### config.mk
export PLATFORM = sky130hd
export DESIGN_NAME = integer_to_roman_numeral
export DESIGN_NICKNAME = d
export VERILOG_FILES = /design/src/rtl/core/i2r_pkg.sv /design/src/rtl/core/i2r_front.sv /design/src/rtl/core/i2r_queue.sv /design/src/rtl/core/i2r_back.sv /design/src/rtl/core/integer_to_roman_numeral.sv
export SDC_FILE = /design/constraint.sdc
export NUM_CORES = 1
export LEC_CHECK = 0
export BUFFER_PORTS_ARGS = -buffer_cell sky130_fd_sc_hd__buf_2
export CELL_PAD_IN_SITES_DETAIL_PLACEMENT = 1
export CELL_PAD_IN_SITES_GLOBAL_PLACEMENT = 1
export CORE_UTILIZATION = 45
export DETAILED_ROUTE_END_ITERATION = 16
export GPL_TIMING_DRIVEN = 0
export PLACE_DENSITY_LB_ADDON = 0.1
export SLEW_MARGIN = 40
export SYNTH_ARGS = -nofsm -noshare
export SYNTH_HDL_FRONTEND = slang
export SYNTH_SLANG_ARGS = --single-unit
export TNS_END_PERCENT = 20
### constraint.sdc
create_clock -name clk -period 5.85 [get_ports clk]
set_input_delay 0.2925 -clock clk [delete_from_list [all_inputs] [get_ports clk]]
set_output_delay 0.2925 -clock clk [all_outputs]
set_load 0.03 [all_outputs]
### src/rtl/core/i2r_pkg.sv
`timescale 1ns / 1ps
// ----------------------------------------------------------------------------
// i2r_pkg: shared types and helpers for the roman numeral converter
// Symbol codes, item classes, the queue entry and the per-digit symbol rules.
// ----------------------------------------------------------------------------
package i2r_pkg;

	localparam int VALUE_W     = 12;
	localparam int SYM_W       = 3;
	localparam int IN_DATA_W   = 16;
	localparam int OUT_DATA_W  = 8;
	localparam int OUT_USER_W  = 2;
	localparam int QUEUE_DEPTH = 2;

	localparam logic [VALUE_W-1:0] MAX_VALID = 12'd3999;

	// digit positions, thousands first
	localparam logic [1:0] POS_THOU = 2'd3;
	localparam logic [1:0] POS_HUND = 2'd2;
	localparam logic [1:0] POS_TENS = 2'd1;
	localparam logic [1:0] POS_UNIT = 2'd0;

	typedef enum logic [SYM_W-1:0] {
		SYM_I = 3'd0,
		SYM_V = 3'd1,
		SYM_X = 3'd2,
		SYM_L = 3'd3,
		SYM_C = 3'd4,
		SYM_D = 3'd5,
		SYM_M = 3'd6
	} sym_t;

	typedef enum logic [1:0] {
		KIND_NUM  = 2'd0,
		KIND_ZERO = 2'd1,
		KIND_OVER = 2'd2
	} kind_t;

	typedef struct packed {
		kind_t      kind;
		logic [1:0] thou;
		logic [3:0] hund;
		logic [3:0] tens;
		logic [3:0] units;
	} entry_t;

	// decade weight of a split position
	function automatic logic [VALUE_W-1:0] weight(input logic [1:0] pos);
		logic [VALUE_W-1:0] w;
		begin
			unique case (pos)
				POS_THOU: w = 12'd1000;
				POS_HUND: w = 12'd100;
				POS_TENS: w = 12'd10;
				default:  w = 12'd1;
			endcase
			return w;
		end
	endfunction

	// number of symbols a decimal digit turns into
	function automatic logic [2:0] sym_count(input logic [3:0] d);
		logic [2:0] n;
		begin
			unique case (d)
				4'd1, 4'd5:       n = 3'd1;
				4'd2, 4'd4, 4'd6, 4'd9: n = 3'd2;
				4'd3, 4'd7:       n = 3'd3;
				4'd8:             n = 3'd4;
				default:          n = 3'd0;
			endcase
			return n;
		end
	endfunction

	// symbol k of digit d at a given position
	function automatic sym_t sym_pick(input logic [3:0] d, input logic [1:0] k,
			input logic [1:0] pos);
		sym_t one;
		sym_t five;
		sym_t ten;
		sym_t s;
		begin
			unique case (pos)
				POS_THOU: begin one = SYM_M; five = SYM_M; ten = SYM_M; end
				POS_HUND: begin one = SYM_C; five = SYM_D; ten = SYM_M; end
				POS_TENS: begin one = SYM_X; five = SYM_L; ten = SYM_C; end
				default:  begin one = SYM_I; five = SYM_V; ten = SYM_X; end
			endcase
			priority if (d < 4'd4) begin
				s = one;
			end else if (d == 4'd4) begin
				s = (k == 2'd0) ? one : five;
			end else if (d < 4'd9) begin
				s = (k == 2'd0) ? five : one;
			end else begin
				s = (k == 2'd0) ? one : ten;
			end
			return s;
		end
	endfunction

endpackage

### src/rtl/core/i2r_front.sv
`timescale 1ns / 1ps
// ----------------------------------------------------------------------------
// i2r_front: input side of the roman numeral converter
// Takes a value, classifies it and splits it into decimal digits.
// ----------------------------------------------------------------------------
module i2r_front (
	input  logic                            clk,
	input  logic                            arst_n,
	input  logic                            s_tvalid,
	output logic                            s_tready,
	input  logic [i2r_pkg::IN_DATA_W-1:0]   s_tdata,   // [11:0] value
	output logic                            push_valid,
	input  logic                            push_ready,
	output i2r_pkg::entry_t                 push_entry
);

	typedef enum logic [2:0] {
		F_IDLE  = 3'b001,
		F_SPLIT = 3'b010,
		F_PUSH  = 3'b100
	} front_state_t;

	front_state_t                     state_q;
	logic [i2r_pkg::VALUE_W-1:0]      rem_q;
	logic [1:0]                       pos_q;
	i2r_pkg::entry_t                  entry_q;

	logic [i2r_pkg::VALUE_W-1:0]      value;
	logic [i2r_pkg::VALUE_W-1:0]      w_sel;
	logic [i2r_pkg::VALUE_W+1:0]      thr;
	logic [3:0]                       dig;
	logic [i2r_pkg::VALUE_W-1:0]      sub;
	logic [i2r_pkg::VALUE_W-1:0]      rem_next;

	assign value      = s_tdata[i2r_pkg::VALUE_W-1:0];
	assign s_tready   = (state_q == F_IDLE);
	assign push_valid = (state_q == F_PUSH);
	assign push_entry = entry_q;

	// one decimal digit per cycle: largest multiple of the weight that fits
	always_comb begin
		w_sel = i2r_pkg::weight(pos_q);
		thr   = '0;
		dig   = '0;
		sub   = '0;
		for (int d = 1; d <= 9; d++) begin
			thr = 14'(d) * {2'b00, w_sel};
			if ({2'b00, rem_q} >= thr) begin
				dig = 4'(d);
				sub = thr[i2r_pkg::VALUE_W-1:0];
			end
		end
		rem_next = rem_q - sub;
	end

	always_ff @(posedge clk or negedge arst_n) begin
		if (!arst_n) begin
			state_q <= F_IDLE;
		end else begin
			unique case (state_q)
				F_IDLE: begin
					if (s_tvalid) begin
						if (value == '0 || value > i2r_pkg::MAX_VALID) begin
							state_q <= F_PUSH;
						end else begin
							state_q <= F_SPLIT;
						end
					end
				end
				F_SPLIT: begin
					if (pos_q == i2r_pkg::POS_TENS) begin
						state_q <= F_PUSH;
					end
				end
				F_PUSH: begin
					if (push_ready) begin
						state_q <= F_IDLE;
					end
				end
				default: state_q <= F_IDLE;
			endcase
		end
	end

	always_ff @(posedge clk) begin
		if (state_q == F_IDLE && s_tvalid) begin
			rem_q <= value;
			pos_q <= i2r_pkg::POS_THOU;
			if (value == '0) begin
				entry_q.kind <= i2r_pkg::KIND_ZERO;
			end else if (value > i2r_pkg::MAX_VALID) begin
				entry_q.kind <= i2r_pkg::KIND_OVER;
			end else begin
				entry_q.kind <= i2r_pkg::KIND_NUM;
			end
		end else if (state_q == F_SPLIT) begin
			rem_q <= rem_next;
			pos_q <= pos_q - 2'd1;
			unique case (pos_q)
				i2r_pkg::POS_THOU: entry_q.thou <= dig[1:0];
				i2r_pkg::POS_HUND: entry_q.hund <= dig;
				default: begin
					entry_q.tens  <= dig;
					entry_q.units <= rem_next[3:0];
				end
			endcase
		end
	end

endmodule

### src/rtl/core/i2r_queue.sv
`timescale 1ns / 1ps
// ----------------------------------------------------------------------------
// i2r_queue: short queue between digit split and symbol emit
// Small register file with read and write pointers and an occupancy count.
// ----------------------------------------------------------------------------
module i2r_queue #(
	parameter int DEPTH = i2r_pkg::QUEUE_DEPTH
) (
	input  logic            clk,
	input  logic            arst_n,
	input  logic            push_valid,
	output logic            push_ready,
	input  i2r_pkg::entry_t push_entry,
	output logic            pop_valid,
	input  logic            pop_ready,
	output i2r_pkg::entry_t pop_entry
);

	localparam int AW = (DEPTH > 1) ? $clog2(DEPTH) : 1;
	localparam int CW = $clog2(DEPTH + 1);
	localparam logic [AW-1:0] LAST_SLOT = AW'(DEPTH - 1);
	localparam logic [CW-1:0] FULL_CNT  = CW'(DEPTH);

	i2r_pkg::entry_t mem_q [DEPTH];
	logic [AW-1:0]   wr_ptr_q;
	logic [AW-1:0]   rd_ptr_q;
	logic [CW-1:0]   cnt_q;
	logic            do_push;
	logic            do_pop;

	assign push_ready = (cnt_q != FULL_CNT);
	assign pop_valid  = (cnt_q != '0);
	assign pop_entry  = mem_q[rd_ptr_q];
	assign do_push    = push_valid && push_ready;
	assign do_pop     = pop_valid && pop_ready;

	always_ff @(posedge clk or negedge arst_n) begin
		if (!arst_n) begin
			wr_ptr_q <= '0;
			rd_ptr_q <= '0;
			cnt_q    <= '0;
		end else begin
			if (do_push) begin
				wr_ptr_q <= (wr_ptr_q == LAST_SLOT) ? '0 : wr_ptr_q + AW'(1);
			end
			if (do_pop) begin
				rd_ptr_q <= (rd_ptr_q == LAST_SLOT) ? '0 : rd_ptr_q + AW'(1);
			end
			if (do_push && !do_pop) begin
				cnt_q <= cnt_q + CW'(1);
			end else if (do_pop && !do_push) begin
				cnt_q <= cnt_q - CW'(1);
			end
		end
	end

	always_ff @(posedge clk) begin
		if (do_push) begin
			mem_q[wr_ptr_q] <= push_entry;
		end
	end

endmodule

### src/rtl/core/i2r_back.sv
`timescale 1ns / 1ps
// ----------------------------------------------------------------------------
// i2r_back: symbol emitter of the roman numeral converter
// Walks the digits of one entry and sends one symbol per word.
// ----------------------------------------------------------------------------
module i2r_back (
	input  logic                             clk,
	input  logic                             arst_n,
	input  logic                             pop_valid,
	output logic                             pop_ready,
	input  i2r_pkg::entry_t                  pop_entry,
	output logic                             m_tvalid,
	input  logic                             m_tready,
	output logic [i2r_pkg::OUT_DATA_W-1:0]   m_tdata,   // [2:0] symbol
	output logic                             m_tlast,
	output logic [i2r_pkg::OUT_USER_W-1:0]   m_tuser    // [0] empty_res, [1] out_of_range
);

	i2r_pkg::entry_t  cur_q;
	logic             busy_q;
	logic [1:0]       pos_q;
	logic [1:0]       k_q;

	logic             out_valid_q;
	i2r_pkg::sym_t    out_sym_q;
	logic             out_last_q;
	logic             out_empty_q;
	logic             out_over_q;

	logic [3:0]       cur_d;
	logic [2:0]       n_sym;
	logic             lower_zero;
	logic             can_emit;
	logic             step;
	logic             digit_done;

	assign pop_ready = !busy_q;
	assign can_emit  = !out_valid_q || m_tready;
	assign step      = busy_q && can_emit;

	always_comb begin
		unique case (pos_q)
			i2r_pkg::POS_THOU: begin
				cur_d      = {2'b00, cur_q.thou};
				lower_zero = (cur_q.hund == '0) && (cur_q.tens == '0) && (cur_q.units == '0);
			end
			i2r_pkg::POS_HUND: begin
				cur_d      = cur_q.hund;
				lower_zero = (cur_q.tens == '0) && (cur_q.units == '0);
			end
			i2r_pkg::POS_TENS: begin
				cur_d      = cur_q.tens;
				lower_zero = (cur_q.units == '0);
			end
			default: begin
				cur_d      = cur_q.units;
				lower_zero = 1'b1;
			end
		endcase
		n_sym      = i2r_pkg::sym_count(cur_d);
		digit_done = ({1'b0, k_q} == n_sym - 3'd1);
	end

	always_ff @(posedge clk or negedge arst_n) begin
		if (!arst_n) begin
			busy_q      <= 1'b0;
			out_valid_q <= 1'b0;
		end else begin
			// a new word loads the output register, otherwise a taken word clears it
			if (step && (cur_q.kind != i2r_pkg::KIND_NUM || n_sym != '0)) begin
				out_valid_q <= 1'b1;
			end else if (m_tready) begin
				out_valid_q <= 1'b0;
			end
			if (!busy_q) begin
				busy_q <= pop_valid;
			end else if (step) begin
				if (cur_q.kind != i2r_pkg::KIND_NUM) begin
					busy_q <= 1'b0;
				end else if (n_sym != '0 && digit_done && lower_zero) begin
					busy_q <= 1'b0;
				end
			end
		end
	end

	always_ff @(posedge clk) begin
		if (!busy_q) begin
			cur_q <= pop_entry;
			pos_q <= i2r_pkg::POS_THOU;
			k_q   <= '0;
		end else if (step) begin
			if (cur_q.kind != i2r_pkg::KIND_NUM) begin
				out_sym_q   <= i2r_pkg::SYM_I;
				out_last_q  <= 1'b1;
				out_empty_q <= (cur_q.kind == i2r_pkg::KIND_ZERO);
				out_over_q  <= (cur_q.kind == i2r_pkg::KIND_OVER);
			end else if (n_sym == '0) begin
				pos_q <= pos_q - 2'd1;
				k_q   <= '0;
			end else begin
				out_sym_q   <= i2r_pkg::sym_pick(cur_d, k_q, pos_q);
				out_last_q  <= digit_done && lower_zero;
				out_empty_q <= 1'b0;
				out_over_q  <= 1'b0;
				if (digit_done) begin
					pos_q <= pos_q - 2'd1;
					k_q   <= '0;
				end else begin
					k_q <= k_q + 2'd1;
				end
			end
		end
	end

	assign m_tvalid = out_valid_q;
	assign m_tdata  = {{(i2r_pkg::OUT_DATA_W - i2r_pkg::SYM_W){1'b0}}, out_sym_q};
	assign m_tlast  = out_last_q;
	assign m_tuser  = {out_over_q, out_empty_q};

endmodule

### src/rtl/core/integer_to_roman_numeral.sv
`timescale 1ns / 1ps
// ----------------------------------------------------------------------------
// integer_to_roman_numeral: integer to roman numeral stream converter
// Turns a 12-bit unsigned value into a run of roman symbol words.
// ----------------------------------------------------------------------------
//
// channel  | dir | handshake          | payload
// ---------+-----+--------------------+------------------------------------------
// s        | in  | s_tvalid/s_tready  | s_tdata[11:0] value
// m        | out | m_tvalid/m_tready  | m_tdata[2:0] symbol, m_tlast last,
//          |     |                    | m_tuser[0] empty_res, m_tuser[1] out_of_range
//
// the front accepts a value, splits it over three digit-split steps with one bank
// of constant compares, then pushes it to the queue, and takes no new value until
// the push is taken; flagged values skip the split
// the back loads an entry, then emits one symbol word per cycle while m_tready
// lets it and steps over each zero digit ahead of the last symbol; a flagged
// value gives a single word; the slower side sets the sustained rate: the back
// for long numerals, the front for short ones
// a queue of QUEUE_DEPTH entries lets the front split the next value while the
// back is still emitting; an output register holds each word under m_tready low
// reset clears all control state; no state survives between values
//
module integer_to_roman_numeral #(
	parameter int QUEUE_DEPTH = i2r_pkg::QUEUE_DEPTH
) (
	input  logic                            clk,
	input  logic                            arst_n,
	// input words
	input  logic                            s_tvalid,
	output logic                            s_tready,
	input  logic [i2r_pkg::IN_DATA_W-1:0]   s_tdata,   // [11:0] value
	// output words
	output logic                            m_tvalid,
	input  logic                            m_tready,
	output logic [i2r_pkg::OUT_DATA_W-1:0]  m_tdata,   // [2:0] symbol
	output logic                            m_tlast,
	output logic [i2r_pkg::OUT_USER_W-1:0]  m_tuser    // [0] empty_res, [1] out_of_range
);

	// front to queue
	logic            push_valid;
	logic            push_ready;
	i2r_pkg::entry_t push_entry;

	// queue to back
	logic            pop_valid;
	logic            pop_ready;
	i2r_pkg::entry_t pop_entry;

	// classify and split into digits
	i2r_front u_front (
		.clk        (clk),
		.arst_n     (arst_n),
		.s_tvalid   (s_tvalid),
		.s_tready   (s_tready),
		.s_tdata    (s_tdata),
		.push_valid (push_valid),
		.push_ready (push_ready),
		.push_entry (push_entry)
	);

	// decouples split from emit
	i2r_queue #(
		.DEPTH (QUEUE_DEPTH)
	) u_queue (
		.clk        (clk),
		.arst_n     (arst_n),
		.push_valid (push_valid),
		.push_ready (push_ready),
		.push_entry (push_entry),
		.pop_valid  (pop_valid),
		.pop_ready  (pop_ready),
		.pop_entry  (pop_entry)
	);

	// walk the digits, at most one symbol word per cycle as m_tready allows
	i2r_back u_back (
		.clk       (clk),
		.arst_n    (arst_n),
		.pop_valid (pop_valid),
		.pop_ready (pop_ready),
		.pop_entry (pop_entry),
		.m_tvalid  (m_tvalid),
		.m_tready  (m_tready),
		.m_tdata   (m_tdata),
		.m_tlast   (m_tlast),
		.m_tuser   (m_tuser)
	);

`ifndef SYNTH
	// a word is never both empty and out of range
	a_flags_exclusive: assert property (@(posedge clk) disable iff (!arst_n)
		m_tvalid |-> !(m_tuser[0] && m_tuser[1]))
		else $error("empty and out-of-range flags both set");

	// a flagged word closes its run and carries symbol zero
	a_flag_alone: assert property (@(posedge clk) disable iff (!arst_n)
		(m_tvalid && (m_tuser != '0)) |-> (m_tlast && (m_tdata == '0)))
		else $error("flagged word not a lone last word");

	// symbol code seven is never produced
	a_sym_legal: assert property (@(posedge clk) disable iff (!arst_n)
		m_tvalid |-> (m_tdata[2:0] != 3'd7))
		else $error("illegal symbol code");
`endif

endmodule

==> reports/qor.json, run 1 <==
{
  "clocking": {
    "cts_made_buffers": 9,
    "h-tree-depth": 3,
    "cts.clk_slew.worst_paths_ps": 70,
    "maximum_clock_path_buffer_count": 2,
    "worst_skew_pair.late_latency_ps": 350,
    "root_buffer_cell": "sky130_fd_sc_hd__clkbuf_16",
    "cts.sinks": 97,
    "cts_tree": "built"
  },
  "timing": {
    "drv_slew": 0,
    "grt_setup_unrepaired": "yes",
    "slew-limit-headroom_pct": 51.4,
    "final_period_minus_worst_setup_slack_ps": 5930,
    "hold_viol": 0,
    "max_freq_ghz": 0.169,
    "fin_skew_ps": 12.4,
    "timing.final.crit_share_pct": 101,
    "worst_slew_pin_slew_ps": 730,
    "timing.final.setup_violations": 2,
    "worst_slack_ps": -83.9
  },
  "cells_and_area": {
    "layout_common_cells": "87 x sky130_fd_sc_hd__ha_1, 82 x sky130_fd_sc_hd__edfxtp_1, 60 x sky130_fd_sc_hd__nand2_1, 52 x sky130_fd_sc_hd__a21oi_1, 46 x sky130_fd_sc_hd__buf_4",
    "layout.area.seq_um2": 2820,
    "fin_util_pct": 55.6,
    "multiInputGateArea_um2": 4540,
    "antennaDiodeCount": 0,
    "area_growth_syn_to_layout_pct": 21.0,
    "layout.cells.most_common": "sky130_fd_sc_hd__ha_1",
    "layout-drive-gt1-share_pct": 24.5,
    "filler_cell_count": 1730,
    "nNetsFinal": 929
  },
  "setup_path": {
    "timing.critical_path.to_type": "flop",
    "cell_with_the_largest_stage_delay_on_the_worst_path": "sky130_fd_sc_hd__dfxtp_4",
    "cpPeakStageDelay_ps": 400,
    "timing.critical_path.from": "u_front.pos_q[0]",
    "worst_ep_required_time_ps": 5950,
    "critPathArrivalTime_ps": 6030,
    "cpMostUsedCell": "sky130_fd_sc_hd__a21oi_2",
    "setup.worst_path.start_class": "flop",
    "class_of_the_most_critical_setup_path": "flop to flop",
    "worst_path_fanout_max": 11,
    "worstReg2RegStart": "u_front.pos_q[0]"
  },
  "die": {
    "floorplan.rows": 46,
    "initial_utilization_pct": 45.9,
    "core_um2": 15800,
    "die_y_um": 129,
    "dieArea_um2": 16700,
    "ios": 33,
    "die_x_um": 129
  },
  "synthesis": {
    "synth.cell_area_um2": 7270,
    "synthArstFlopShare_pct": 9.28,
    "synth_area_per_cell_um2": 9.90,
    "synthesis.instances": 734,
    "yosys_warnings": 0,
    "synth-main-ff-cell": "sky130_fd_sc_hd__edfxtp_1",
    "flop_and_latch_count_out_of_synthesis": 97,
    "synth_enable_flop_cells": 82,
    "ys_types": 81,
    "share_of_the_yosys_chip_area_belonging_to_registers_pct": 38.6
  },
  "job": {
    "drv.max_cap_violation_count": 0
  },
  "status": {
    "failing_checks": "setup timing",
    "status": "complete, but fails checks"
  },
  "placed_design": {
    "buffer_ports.inserted": 23,
    "routabilityCongestion": 0.866,
    "dp.final_hpwl_um": 16900
  },
  "drt": {
    "route.antenna.remaining_nets": 0,
    "drt_wl_total_um": 23100,
    "vias_per_cell": 6.10,
    "drc": 0,
    "dr.first_iter.drc_count": 309,
    "num_vias": 6284,
    "routedWlPerCell_um": 22.4,
    "dr.pass1.iters": 5
  },
  "global_routing": {
    "initial_antenna_violation_count": 0,
    "grt_pass1_wl_um": 35700,
    "grt_pass1_vias": 6570,
    "global_route.overflow_total": 0,
    "pin_count_of_the_biggest_net_entering_global_routing": 22,
    "grtUsageTotal_pct": 28.7
  },
  "hold_path": {
    "hold_path.startpoint": "s_tdata[3]",
    "hold_path_class": "input port to flop"
  }
}
logic make-up after synthesis:
| kind of cell | Yosys count | share of synthesized area (%) |
|---|---|---|
| multiplexers | 20 | 3.08 |
| AO/OA/AOI/OAI | 204 | 18.5 |
| adder cells (fa/ha/maj) | 100 | 17.4 |
| AND/OR/NAND/NOR | 218 | 14.8 |
| buffers and inverters | 71 | 4.44 |
| other | 1 | 0.0516 |
| flip-flops | 97 | 38.6 |
| XOR/XNOR | 23 | 3.06 |
synth_stat cells (4+ instances only):
cell type,number,area [um2]
sky130_fd_sc_hd__a211oi_1,9,67.6
sky130_fd_sc_hd__a21o_1,12,90.1
sky130_fd_sc_hd__a21oi_1,57,285
sky130_fd_sc_hd__a221o_1,4,40.0
sky130_fd_sc_hd__a22oi_1,4,30.0
sky130_fd_sc_hd__a31oi_1,10,62.6
sky130_fd_sc_hd__and2_1,8,50.1
sky130_fd_sc_hd__and3_1,8,50.1
sky130_fd_sc_hd__buf_2,7,35.0
sky130_fd_sc_hd__buf_4,10,75.1
sky130_fd_sc_hd__clkbuf_1,10,37.5
sky130_fd_sc_hd__clkinv_1,4,15.0
sky130_fd_sc_hd__dfrtp_1,8,200
sky130_fd_sc_hd__dfxtp_1,6,120
sky130_fd_sc_hd__edfxtp_1,82,2460
sky130_fd_sc_hd__ha_1,97,1210
sky130_fd_sc_hd__inv_1,37,139
sky130_fd_sc_hd__mux2_2,19,214
sky130_fd_sc_hd__nand2_1,60,225
sky130_fd_sc_hd__nand2b_1,8,50.1
sky130_fd_sc_hd__nand3_1,17,85.1
sky130_fd_sc_hd__nand4_1,6,37.5
sky130_fd_sc_hd__nor2_1,47,176
sky130_fd_sc_hd__nor2b_1,16,100
sky130_fd_sc_hd__nor3_1,17,85.1
sky130_fd_sc_hd__nor4_1,8,50.1
sky130_fd_sc_hd__o211ai_1,4,30.0
sky130_fd_sc_hd__o21ai_0,43,215
sky130_fd_sc_hd__o21bai_1,4,30.0
sky130_fd_sc_hd__o22ai_1,5,31.3
sky130_fd_sc_hd__o31ai_1,4,30.0
sky130_fd_sc_hd__or2_2,7,43.8
sky130_fd_sc_hd__xnor2_1,12,105
sky130_fd_sc_hd__xor2_1,9,78.8
sequential cells by signal (all words and copies together), names as in the netlist, 2 cells and up:
signal,cells
u_back.cur_q,16
u_back.k_q,2
u_back.out_sym_q,3
u_back.pos_q,2
u_front.pos_q,2
u_front.push_entry,16
u_front.rem_q,12
u_front.state_q,3
u_queue.cnt_q,2
u_queue.mem_q,32
critical path, delay by kind of cell (launching register included):
family	cells	cell delay, ps
adders and majority gates	3	800
buffers and inverters	5	690
xor gates and xnor gates	2	470
AOI/OAI and AO/OA	12	2350
and+or+nand+nor	3	680
DFF	1	400
muxes	1	280
per-stage QoR:
step | setup TNS (ps) | area, um2 | hold slack, ps | setup slack, ps | cells
after CTS | 0 | 8650 | 227 | 5.23 | 1027
after detailed placement | -5520 | 7740 | 167 | -1370 | 977
after global routing | -410 | 8800 | 278 | -233 | 1031
final | -88.5 | 8800 | 264 | -83.9 | 1031
after floorplan | 0 | 7340 | -3.09 | 1.96 | 738
after global placement | -5950 | 7720 | 152 | -1430 | 977
repair_timing:
action	CTS	global route
hold buffers	1	0
hold endpoints to repair	8	0
setup buffers	34	4
pin swaps	25	13
resized for setup	84	24
endpoints found under the setup margin	8	3
worst paths after layout:
| path | endpoint | slack (ps) | depth (start not counted) |
|---|---|---|---|
| max | u_front.rem_q[11] | -80 | 26 |
| min in group asynchronous | u_back.busy_q | 330 | 2 |
| max reg2reg | u_front.rem_q[11] | -80 | 26 |
| min | u_front.rem_q[3] | 260 | 3 |
| max in group asynchronous | u_front.state_q[0] | 5270 | 2 |
| min reg2reg | u_queue.mem_q[0][9] | 450 | 0 |
routing by layer:
metal  global-route usage (%)  up-vias  routed length [um]
met1                     31.6     3095                8880
met3                     3.55       92                 942
met4                     17.2        0                1350
met2                     52.8      188               11900
li1                         -     2909                   -
met5                        0        -                   0
final cells by class:
cell class                 count  area share [%]
tap                          216            3.07
buffer                        27            2.72
multi-input combinational    570            51.6
clock buffer                  10            2.72
inverter                      43            2.47
clock inverter                 6           0.612
timing repair buffer          62            4.75
sequential                    97            32.0
Power of run 1 is not shown: default switching activity piles up to over one toggle a cycle in this logic, so the estimate is an artifact.
==> run 2, diff against run 1 <==
--- a/config.mk
+++ b/config.mk
@@ -6,8 +6,10 @@
 export NUM_CORES = 1
 export LEC_CHECK = 0
 export BUFFER_PORTS_ARGS = -buffer_cell sky130_fd_sc_hd__buf_2
+export CAP_MARGIN = 10
 export CELL_PAD_IN_SITES_DETAIL_PLACEMENT = 1
 export CELL_PAD_IN_SITES_GLOBAL_PLACEMENT = 1
+export CORE_ASPECT_RATIO = 1.25
 export CORE_UTILIZATION = 45
 export DETAILED_ROUTE_END_ITERATION = 16
 export GPL_TIMING_DRIVEN = 0
==> reports/qor.json, run 2 (synthesized netlist as in run 1, its figures left out) <==
{
  "status": {
    "status": "complete, but fails checks",
    "failing_checks": "setup timing"
  },
  "placed_design": {
    "dp_slack": {"value": -1720, "unit": "ps", "change": "-354 ps"},
    "dp.final_hpwl": {"value": 17200, "unit": "um", "change": "+2.1%"},
    "buffer_ports.inserted": {"value": 23, "change": "unchanged"},
    "placed_area": {"value": 7740, "unit": "um2", "change": "about the same"},
    "routabilityCongestion": {"value": 0.902, "change": "+4.1%"}
  },
  "hold_path": {
    "hold_end": "u_front.rem_q[3]",
    "hold_path.startpoint": "s_tdata[3]",
    "hold_depth": {"value": 3, "change": "unchanged"},
    "hold_path_class": "input port to flop"
  },
  "clocking": {
    "root_buffer_cell": "sky130_fd_sc_hd__clkbuf_16",
    "cts.clk_slew.worst_paths": {"value": 70, "unit": "ps", "change": "about the same"},
    "worst_skew_pair.late_latency": {"value": 340, "unit": "ps", "change": "about the same"},
    "cts.sinks": {"value": 97, "change": "unchanged"},
    "cts_tree": "built",
    "cts_made_buffers": {"value": 9, "change": "unchanged"},
    "maximum_clock_path_buffer_count": {"value": 2, "change": "unchanged"},
    "h-tree-depth": {"value": 3, "change": "unchanged"}
  },
  "global_routing": {
    "met3_demand_to_capacity_share_in_global_routing": {"value": 3.31, "unit": "%", "change": "-0.24 points"},
    "grtUsageTotal": {"value": 29.3, "unit": "%", "change": "+0.61 points"},
    "grt_most_used_layer": "met2",
    "initial_antenna_violation_count": {"value": 0, "change": "unchanged"},
    "use_met1": {"value": 29.3, "unit": "%", "change": "-2.2 points"},
    "grt_pass1_vias": {"value": 6690, "change": "+1.8%"},
    "grt_pass1_wl": {"value": 36000, "unit": "um", "change": "+0.73%"},
    "pin_count_of_the_biggest_net_entering_global_routing": {"value": 22, "change": "unchanged"},
    "global_route.overflow_total": {"value": 0, "change": "unchanged"},
    "grt_util_met2": {"value": 56.0, "unit": "%", "change": "+3.2 points"}
  },
  "cells_and_area": {
    "layout.cells.most_common": "sky130_fd_sc_hd__ha_1",
    "finalInstanceArea": {"value": 8800, "unit": "um2", "change": "about the same"},
    "layout-drive-gt1-share": {"value": 24.5, "unit": "%", "change": "-0.030 points"},
    "layout_common_cells": "87 x sky130_fd_sc_hd__ha_1, 82 x sky130_fd_sc_hd__edfxtp_1, 60 x sky130_fd_sc_hd__nand2_1, 50 x sky130_fd_sc_hd__a21oi_1, 47 x sky130_fd_sc_hd__buf_4",
    "area_growth_syn_to_layout": {"value": 21.1, "unit": "%", "change": "about the same"},
    "register_with_the_highest_flop_count": "u_queue.mem_q",
    "largest_register_ffs": {"value": 32, "change": "unchanged"},
    "antennaDiodeCount": {"value": 0, "change": "unchanged"},
    "nNetsFinal": {"value": 930, "change": "+0.11%"}
  },
  "drt": {
    "dr.pass1.iters": {"value": 7, "change": "+2"},
    "vias_per_cell": {"value": 6.07, "change": "-0.33%"},
    "route.antenna.remaining_nets": {"value": 0, "change": "unchanged"},
    "routedWlPerCell": {"value": 23.4, "unit": "um", "change": "+4.3%"},
    "drc": {"value": 0, "change": "unchanged"},
    "num_vias": {"value": 6245, "change": "-0.62%"},
    "drt_wl_total": {"value": 24000, "unit": "um", "change": "+4.0%"},
    "dr.first_iter.drc_count": {"value": 313, "change": "+1.3%"}
  },
  "die": {
    "ios": {"value": 33, "change": "unchanged"},
    "core": {"value": 15700, "unit": "um2", "change": "-0.82%"},
    "initial_utilization": {"value": 46.3, "unit": "%", "change": "+0.38 points"},
    "die_y": {"value": 144, "unit": "um", "change": "+12%"},
    "floorplan.rows": {"value": 51, "change": "+11%"},
    "die_x": {"value": 116, "unit": "um", "change": "-10%"},
    "dieArea": {"value": 16700, "unit": "um2", "change": "about the same"}
  },
  "setup_path": {
    "timing.critical_path.to_type": "flop",
    "cpPeakStageDelay": {"value": 440, "unit": "ps", "change": "+40 ps"},
    "timing.critical_path.from": "u_front.pos_q[0]",
    "worstReg2RegStart": "u_front.pos_q[0]",
    "critPathArrivalTime": {"value": 6190, "unit": "ps", "change": "+160 ps"},
    "worst_path_fanout_max": {"value": 6, "change": "-5"},
    "setup.worst_path.start_class": "flop",
    "r2r_cells": {"value": 25, "change": "-3.8%"},
    "timing.reg2reg.setup_slack": {"value": -250, "unit": "ps", "change": "-170 ps"},
    "timing.critical_path.buf_inv": {"value": 4, "change": "-1"},
    "rr_endpoint": "u_front.rem_q[11]",
    "class_of_the_most_critical_setup_path": "flop to flop",
    "worst_ep_required_time": {"value": 5940, "unit": "ps", "change": "about the same"},
    "worst_path_dominant_cell_family": "compound AO/OA/AOI/OAI gates",
    "cell_with_the_largest_stage_delay_on_the_worst_path": "sky130_fd_sc_hd__dfxtp_4"
  },
  "timing": {
    "timing.final.crit_share": {"value": 104, "unit": "%", "change": "+2.9 points"},
    "hold_viol": {"value": 0, "change": "unchanged"},
    "grt_setup_unrepaired": "yes",
    "fin_skew": {"value": 6.62, "unit": "ps", "change": "-5.77 ps"},
    "final_period_minus_worst_setup_slack": {"value": 6100, "unit": "ps", "change": "+168 ps"},
    "finalHoldWorstSlack": {"value": 243, "unit": "ps", "change": "-20.9 ps"},
    "timing.final.setup_violations": {"value": 2, "change": "unchanged"},
    "worst_slack": {"value": -252, "unit": "ps", "change": "-168 ps"},
    "worst_slew_pin_slew": {"value": 801, "unit": "ps", "change": "+71.1 ps"},
    "drv_slew": {"value": 0, "change": "unchanged"},
    "slew-limit-headroom": {"value": 46.4, "unit": "%", "change": "-5.0 points"},
    "max_freq": {"value": 0.164, "unit": "GHz", "change": "-2.7%"}
  },
  "job": {
    "drv.max_cap_violation_count": {"value": 0, "change": "unchanged"}
  }
}
run 2: changes by cell type in the layout (fill, tap and decap cells not counted), moves of 2 or more:
cell,change
sky130_fd_sc_hd__a21oi_1,-2
sky130_fd_sc_hd__a21oi_2,+2
sky130_fd_sc_hd__clkbuf_1,+2
sky130_fd_sc_hd__clkinvlp_4,+2
sky130_fd_sc_hd__inv_2,+2
sky130_fd_sc_hd__inv_4,-2
sky130_fd_sc_hd__inv_6,-4
sky130_fd_sc_hd__o21ai_0,+2
sky130_fd_sc_hd__o21ai_1,-2
run 2: per-layer routing:
metal	wire length, um	vias to the layer above
li1	-	2902
met1	8810	3076
met2	12800	179
met3	830	88
met4	1600	0
met5	0	-
run 2: worst max-delay path by stage:
stage                                    to  slack [ps]  depth (start not counted)
final                     u_front.rem_q[11]        -250                         25
after global routing      u_front.rem_q[11]        -370                         25
after CTS                 u_front.rem_q[11]         -70                         27
after detailed placement  u_front.rem_q[11]       -1720                         22
after global placement    u_front.rem_q[11]       -1750                         22
after floorplan           u_front.rem_q[11]           2                         27
run 2: worst register-to-register path, delay by kind of cell (launching register included):
kind | cells | cell delay (ps)
mux | 1 | 270
flops | 1 | 440
xor+xnor | 2 | 440
buf+inv | 4 | 440
compound gates | 9 | 1970
simple gates | 4 | 870
fa+ha+maj | 5 | 1440
run 2: cell type report:
class	instances	area, um2
fill	1745	6890
multi-input combinational	570	4560
sequential	97	2820
timing repair buffer	63	419
tap	212	265
buffer	27	244
clock buffer	11	233
inverter	43	213
clock inverter	5	56.3
run 2: metrics by stage:
stage                     setup TNS [ps]  cells  util, %
after global placement             -8030    973     49.2
after floorplan                        0    738        -
after CTS                           -107   1023     55.5
after global routing                -635   1028     56.1
final                               -319   1028     56.1
after detailed placement           -7930    973     49.3
run 2: repair_timing:
action,CTS,global route
endpoints found under the setup margin,12,3
gates resized for setup,99,9
buffers inserted,34,5
pin swaps,29,11
hold endpoints to repair,8,0
hold buffers,1,0
Power of run 2 is left out for the same reason.
==> run 3, diff against run 2 <==
--- a/config.mk
+++ b/config.mk
@@ -9,11 +9,11 @@
 export CAP_MARGIN = 10
 export CELL_PAD_IN_SITES_DETAIL_PLACEMENT = 1
 export CELL_PAD_IN_SITES_GLOBAL_PLACEMENT = 1
-export CORE_ASPECT_RATIO = 1.25
+export CORE_ASPECT_RATIO = 1.4
 export CORE_UTILIZATION = 45
 export DETAILED_ROUTE_END_ITERATION = 16
 export GPL_TIMING_DRIVEN = 0
-export PLACE_DENSITY_LB_ADDON = 0.1
+export PLACE_DENSITY = 0.82
 export SLEW_MARGIN = 40
 export SYNTH_ARGS = -nofsm -noshare
 export SYNTH_HDL_FRONTEND = slang
==> reports/qor.json, run 3 (synthesized netlist as in run 1, its figures left out) <==
{
  "setup_path": {
    "rr_endpoint": "u_front.rem_q[11]",
    "critPathArrivalTime": {"value": 6260, "unit": "ps", "change": "+70 ps"},
    "worstReg2RegStart": "u_front.pos_q[0]",
    "worst_ep_required_time": {"value": 5960, "unit": "ps", "change": "+20 ps"},
    "worst_path_fanout_max": {"value": 11, "change": "+5"},
    "cpMostUsedCell": "sky130_fd_sc_hd__a21oi_2",
    "timing.reg2reg.setup_slack": {"value": -310, "unit": "ps", "change": "-50 ps"},
    "cpPeakStageDelay": {"value": 460, "unit": "ps", "change": "+20 ps"},
    "r2r_cells": {"value": 25, "change": "unchanged"},
    "timing.critical_path.to_type": "flop",
    "cell_with_the_largest_stage_delay_on_the_worst_path": "sky130_fd_sc_hd__o41ai_4",
    "class_of_the_most_critical_setup_path": "flop to flop",
    "setup.worst_path.start_class": "flop"
  },
  "timing": {
    "worst_slack": {"value": -305, "unit": "ps", "change": "-53.7 ps"},
    "timing.final.crit_share": {"value": 105, "unit": "%", "change": "+0.92 points"},
    "fin_skew": {"value": 21.8, "unit": "ps", "change": "+15.1 ps"},
    "timing.final.setup_violations": {"value": 4, "change": "+2"},
    "grt_setup_unrepaired": "yes",
    "max_freq": {"value": 0.162, "unit": "GHz", "change": "-0.87%"},
    "drv_slew": {"value": 0, "change": "unchanged"},
    "worst_slew_pin_slew": {"value": 796, "unit": "ps", "change": "-5.01 ps"},
    "slew-limit-headroom": {"value": 46.7, "unit": "%", "change": "+0.34 points"},
    "final_period_minus_worst_setup_slack": {"value": 6160, "unit": "ps", "change": "+53.7 ps"},
    "hold_viol": {"value": 0, "change": "unchanged"},
    "finalHoldWorstSlack": {"value": 272, "unit": "ps", "change": "+29.0 ps"}
  },
  "cells_and_area": {
    "final_cells": {"value": 1026, "change": "-0.19%"},
    "register_with_the_highest_flop_count": "u_queue.mem_q",
    "largest_register_ffs": {"value": 32, "change": "unchanged"},
    "area_growth_syn_to_layout_pct": 25.7,
    "layout_common_cells": "82 x sky130_fd_sc_hd__edfxtp_1, 81 x sky130_fd_sc_hd__ha_1, 58 x sky130_fd_sc_hd__nand2_1, 57 x sky130_fd_sc_hd__buf_4, 48 x sky130_fd_sc_hd__a21oi_1",
    "nNetsFinal": {"value": 942, "change": "+1.3%"},
    "layout-drive-gt1-share": {"value": 28.5, "unit": "%", "change": "+4.0 points"},
    "layout.cells.most_common": "sky130_fd_sc_hd__edfxtp_1"
  },
  "status": {
    "status": "complete, but fails checks",
    "failing_checks": "setup timing"
  },
  "hold_path": {
    "hold_path_class": "input port to flop",
    "hold_end": "u_front.rem_q[1]",
    "hold_path.startpoint": "s_tdata[1]",
    "hold_depth": {"value": 3, "change": "unchanged"}
  },
  "job": {
    "drv.max_cap_violation_count": {"value": 0, "change": "unchanged"}
  },
  "die": {
    "initial_utilization": {"value": 46.4, "unit": "%", "change": "+0.067 points"},
    "die_y": {"value": 152, "unit": "um", "change": "+5.7%"},
    "floorplan.rows": {"value": 54, "change": "+5.9%"},
    "ios": {"value": 33, "change": "unchanged"},
    "dieArea": {"value": 16700, "unit": "um2", "change": "about the same"},
    "die_x": {"value": 109, "unit": "um", "change": "-5.4%"},
    "core": {"value": 15700, "unit": "um2", "change": "-0.14%"}
  },
  "placed_design": {
    "dp.final_hpwl": {"value": 17700, "unit": "um", "change": "+2.9%"},
    "dp_slack": {"value": -1800, "unit": "ps", "change": "-74.8 ps"},
    "routabilityCongestion": {"value": 0.917, "change": "+1.7%"},
    "dp_cells": {"value": 957, "change": "-1.6%"},
    "buffer_ports.inserted": {"value": 23, "change": "unchanged"}
  },
  "drt": {
    "num_vias": {"value": 6711, "change": "+7.5%"},
    "routedWlPerCell": {"value": 27.2, "unit": "um", "change": "+16%"},
    "drc": {"value": 0, "change": "unchanged"},
    "route.antenna.remaining_nets": {"value": 0, "change": "unchanged"},
    "vias_per_cell": {"value": 6.54, "change": "+7.7%"},
    "dr.first_iter.drc_count": {"value": 549, "change": "+75%"},
    "drt_wl_total": {"value": 27900, "unit": "um", "change": "+16%"},
    "dr.pass1.iters": {"value": 5, "change": "-2"}
  },
  "clocking": {
    "cts.clk_slew.worst_paths": {"value": 80, "unit": "ps", "change": "about the same"},
    "h-tree-depth": {"value": 3, "change": "unchanged"},
    "cts.sinks": {"value": 97, "change": "unchanged"},
    "cts_tree": "built",
    "root_buffer_cell": "sky130_fd_sc_hd__clkbuf_16",
    "worst_skew_pair.late_latency": {"value": 350, "unit": "ps", "change": "about the same"},
    "maximum_clock_path_buffer_count": {"value": 2, "change": "unchanged"},
    "cts_made_buffers": {"value": 9, "change": "unchanged"}
  },
  "global_routing": {
    "initial_antenna_violation_count": {"value": 2, "change": "+2"},
    "grt_pass1_vias": {"value": 7123, "change": "+6.5%"},
    "grtUsageTotal": {"value": 31.6, "unit": "%", "change": "+2.3 points"},
    "pin_count_of_the_biggest_net_entering_global_routing": {"value": 22, "change": "unchanged"},
    "grt_pass1_wl": {"value": 39400, "unit": "um", "change": "+9.6%"},
    "global_route.overflow_total": {"value": 0, "change": "unchanged"}
  }
}
-- run 3: cell count changes in the layout (fill, tap and decap cells not counted), moves of 4 or more --
cell | previous run | this run
sky130_fd_sc_hd__buf_4 | 47 | 57
sky130_fd_sc_hd__ha_1 | 87 | 81
sky130_fd_sc_hd__buf_8 | 1 | 5
sky130_fd_sc_hd__ha_4 | 10 | 14
sky130_fd_sc_hd__nor3_1 | 16 | 12
sky130_fd_sc_hd__nor3_2 | 1 | 5
-- run 3: layer usage --
layer | up-vias | part of all wire, % | global-route usage (%) | wire length [um]
li1 | 2934 | - | - | -
met1 | 3293 | 34 | 31.4 | 9440
met2 | 320 | 51 | 56.9 | 14200
met3 | 164 | 5.2 | 4.88 | 1460
met4 | 0 | 9.9 | 24.4 | 2770
met5 | - | 0 | 0 | 0
-- run 3: worst max path at each step --
stage	startpoint	endpoint	slack [ps]
after floorplan	u_front.pos_q[1]	u_front.rem_q[11]	2
final	u_front.pos_q[0]	u_front.rem_q[11]	-310
after global placement	u_front.pos_q[0]	u_front.rem_q[11]	-1830
after detailed placement	u_front.pos_q[0]	u_front.rem_q[11]	-1800
after CTS	u_front.pos_q[0]	u_front.rem_q[11]	-40
after global routing	u_front.pos_q[0]	u_front.rem_q[11]	-390
-- run 3: worst max-delay path, delay by kind of cell (launching register included) --
kind,cells,cell delay [ps]
buffers and inverters,4,500
muxes,1,270
and+or+nand+nor,3,740
DFF,1,420
xor gates and xnor gates,2,620
adders and majority gates,3,840
AOI/OAI and AO/OA,12,2510
-- run 3: what timing repair did --
action,4_1_cts,5_1_grt
hold buffers,1,0
endpoints found under the setup margin,11,3
buffers inserted,39,12
gates resized for setup,106,52
endpoints found under the hold margin,8,0
pin swaps,34,38
-- run 3: layout make-up --
class	instances	area (um2)
clock buffers	11	253
flip-flops and latches	97	2820
multi-input cells	570	4780
clock inverters	5	42.5
diodes	2	5.00
plain buffers	27	265
well taps	196	245
inverters	43	210
repair buffers	75	527
fillers	1686	6530
-- run 3: stage by stage --
stage / TNS [ps] / utilization (%) / area [um2]
3_3_place_gp: -10150 / 49.1 / 7700
3_5_place_dp: -9040 / 49.2 / 7710
4_1_cts: -43.3 / 56.2 / 8810
2_1_floorplan: 0 / - / 7340
5_1_grt: -1090 / 58.3 / 9140
6_report: -818 / 58.3 / 9140
Power of run 3 is left out for the same reason.
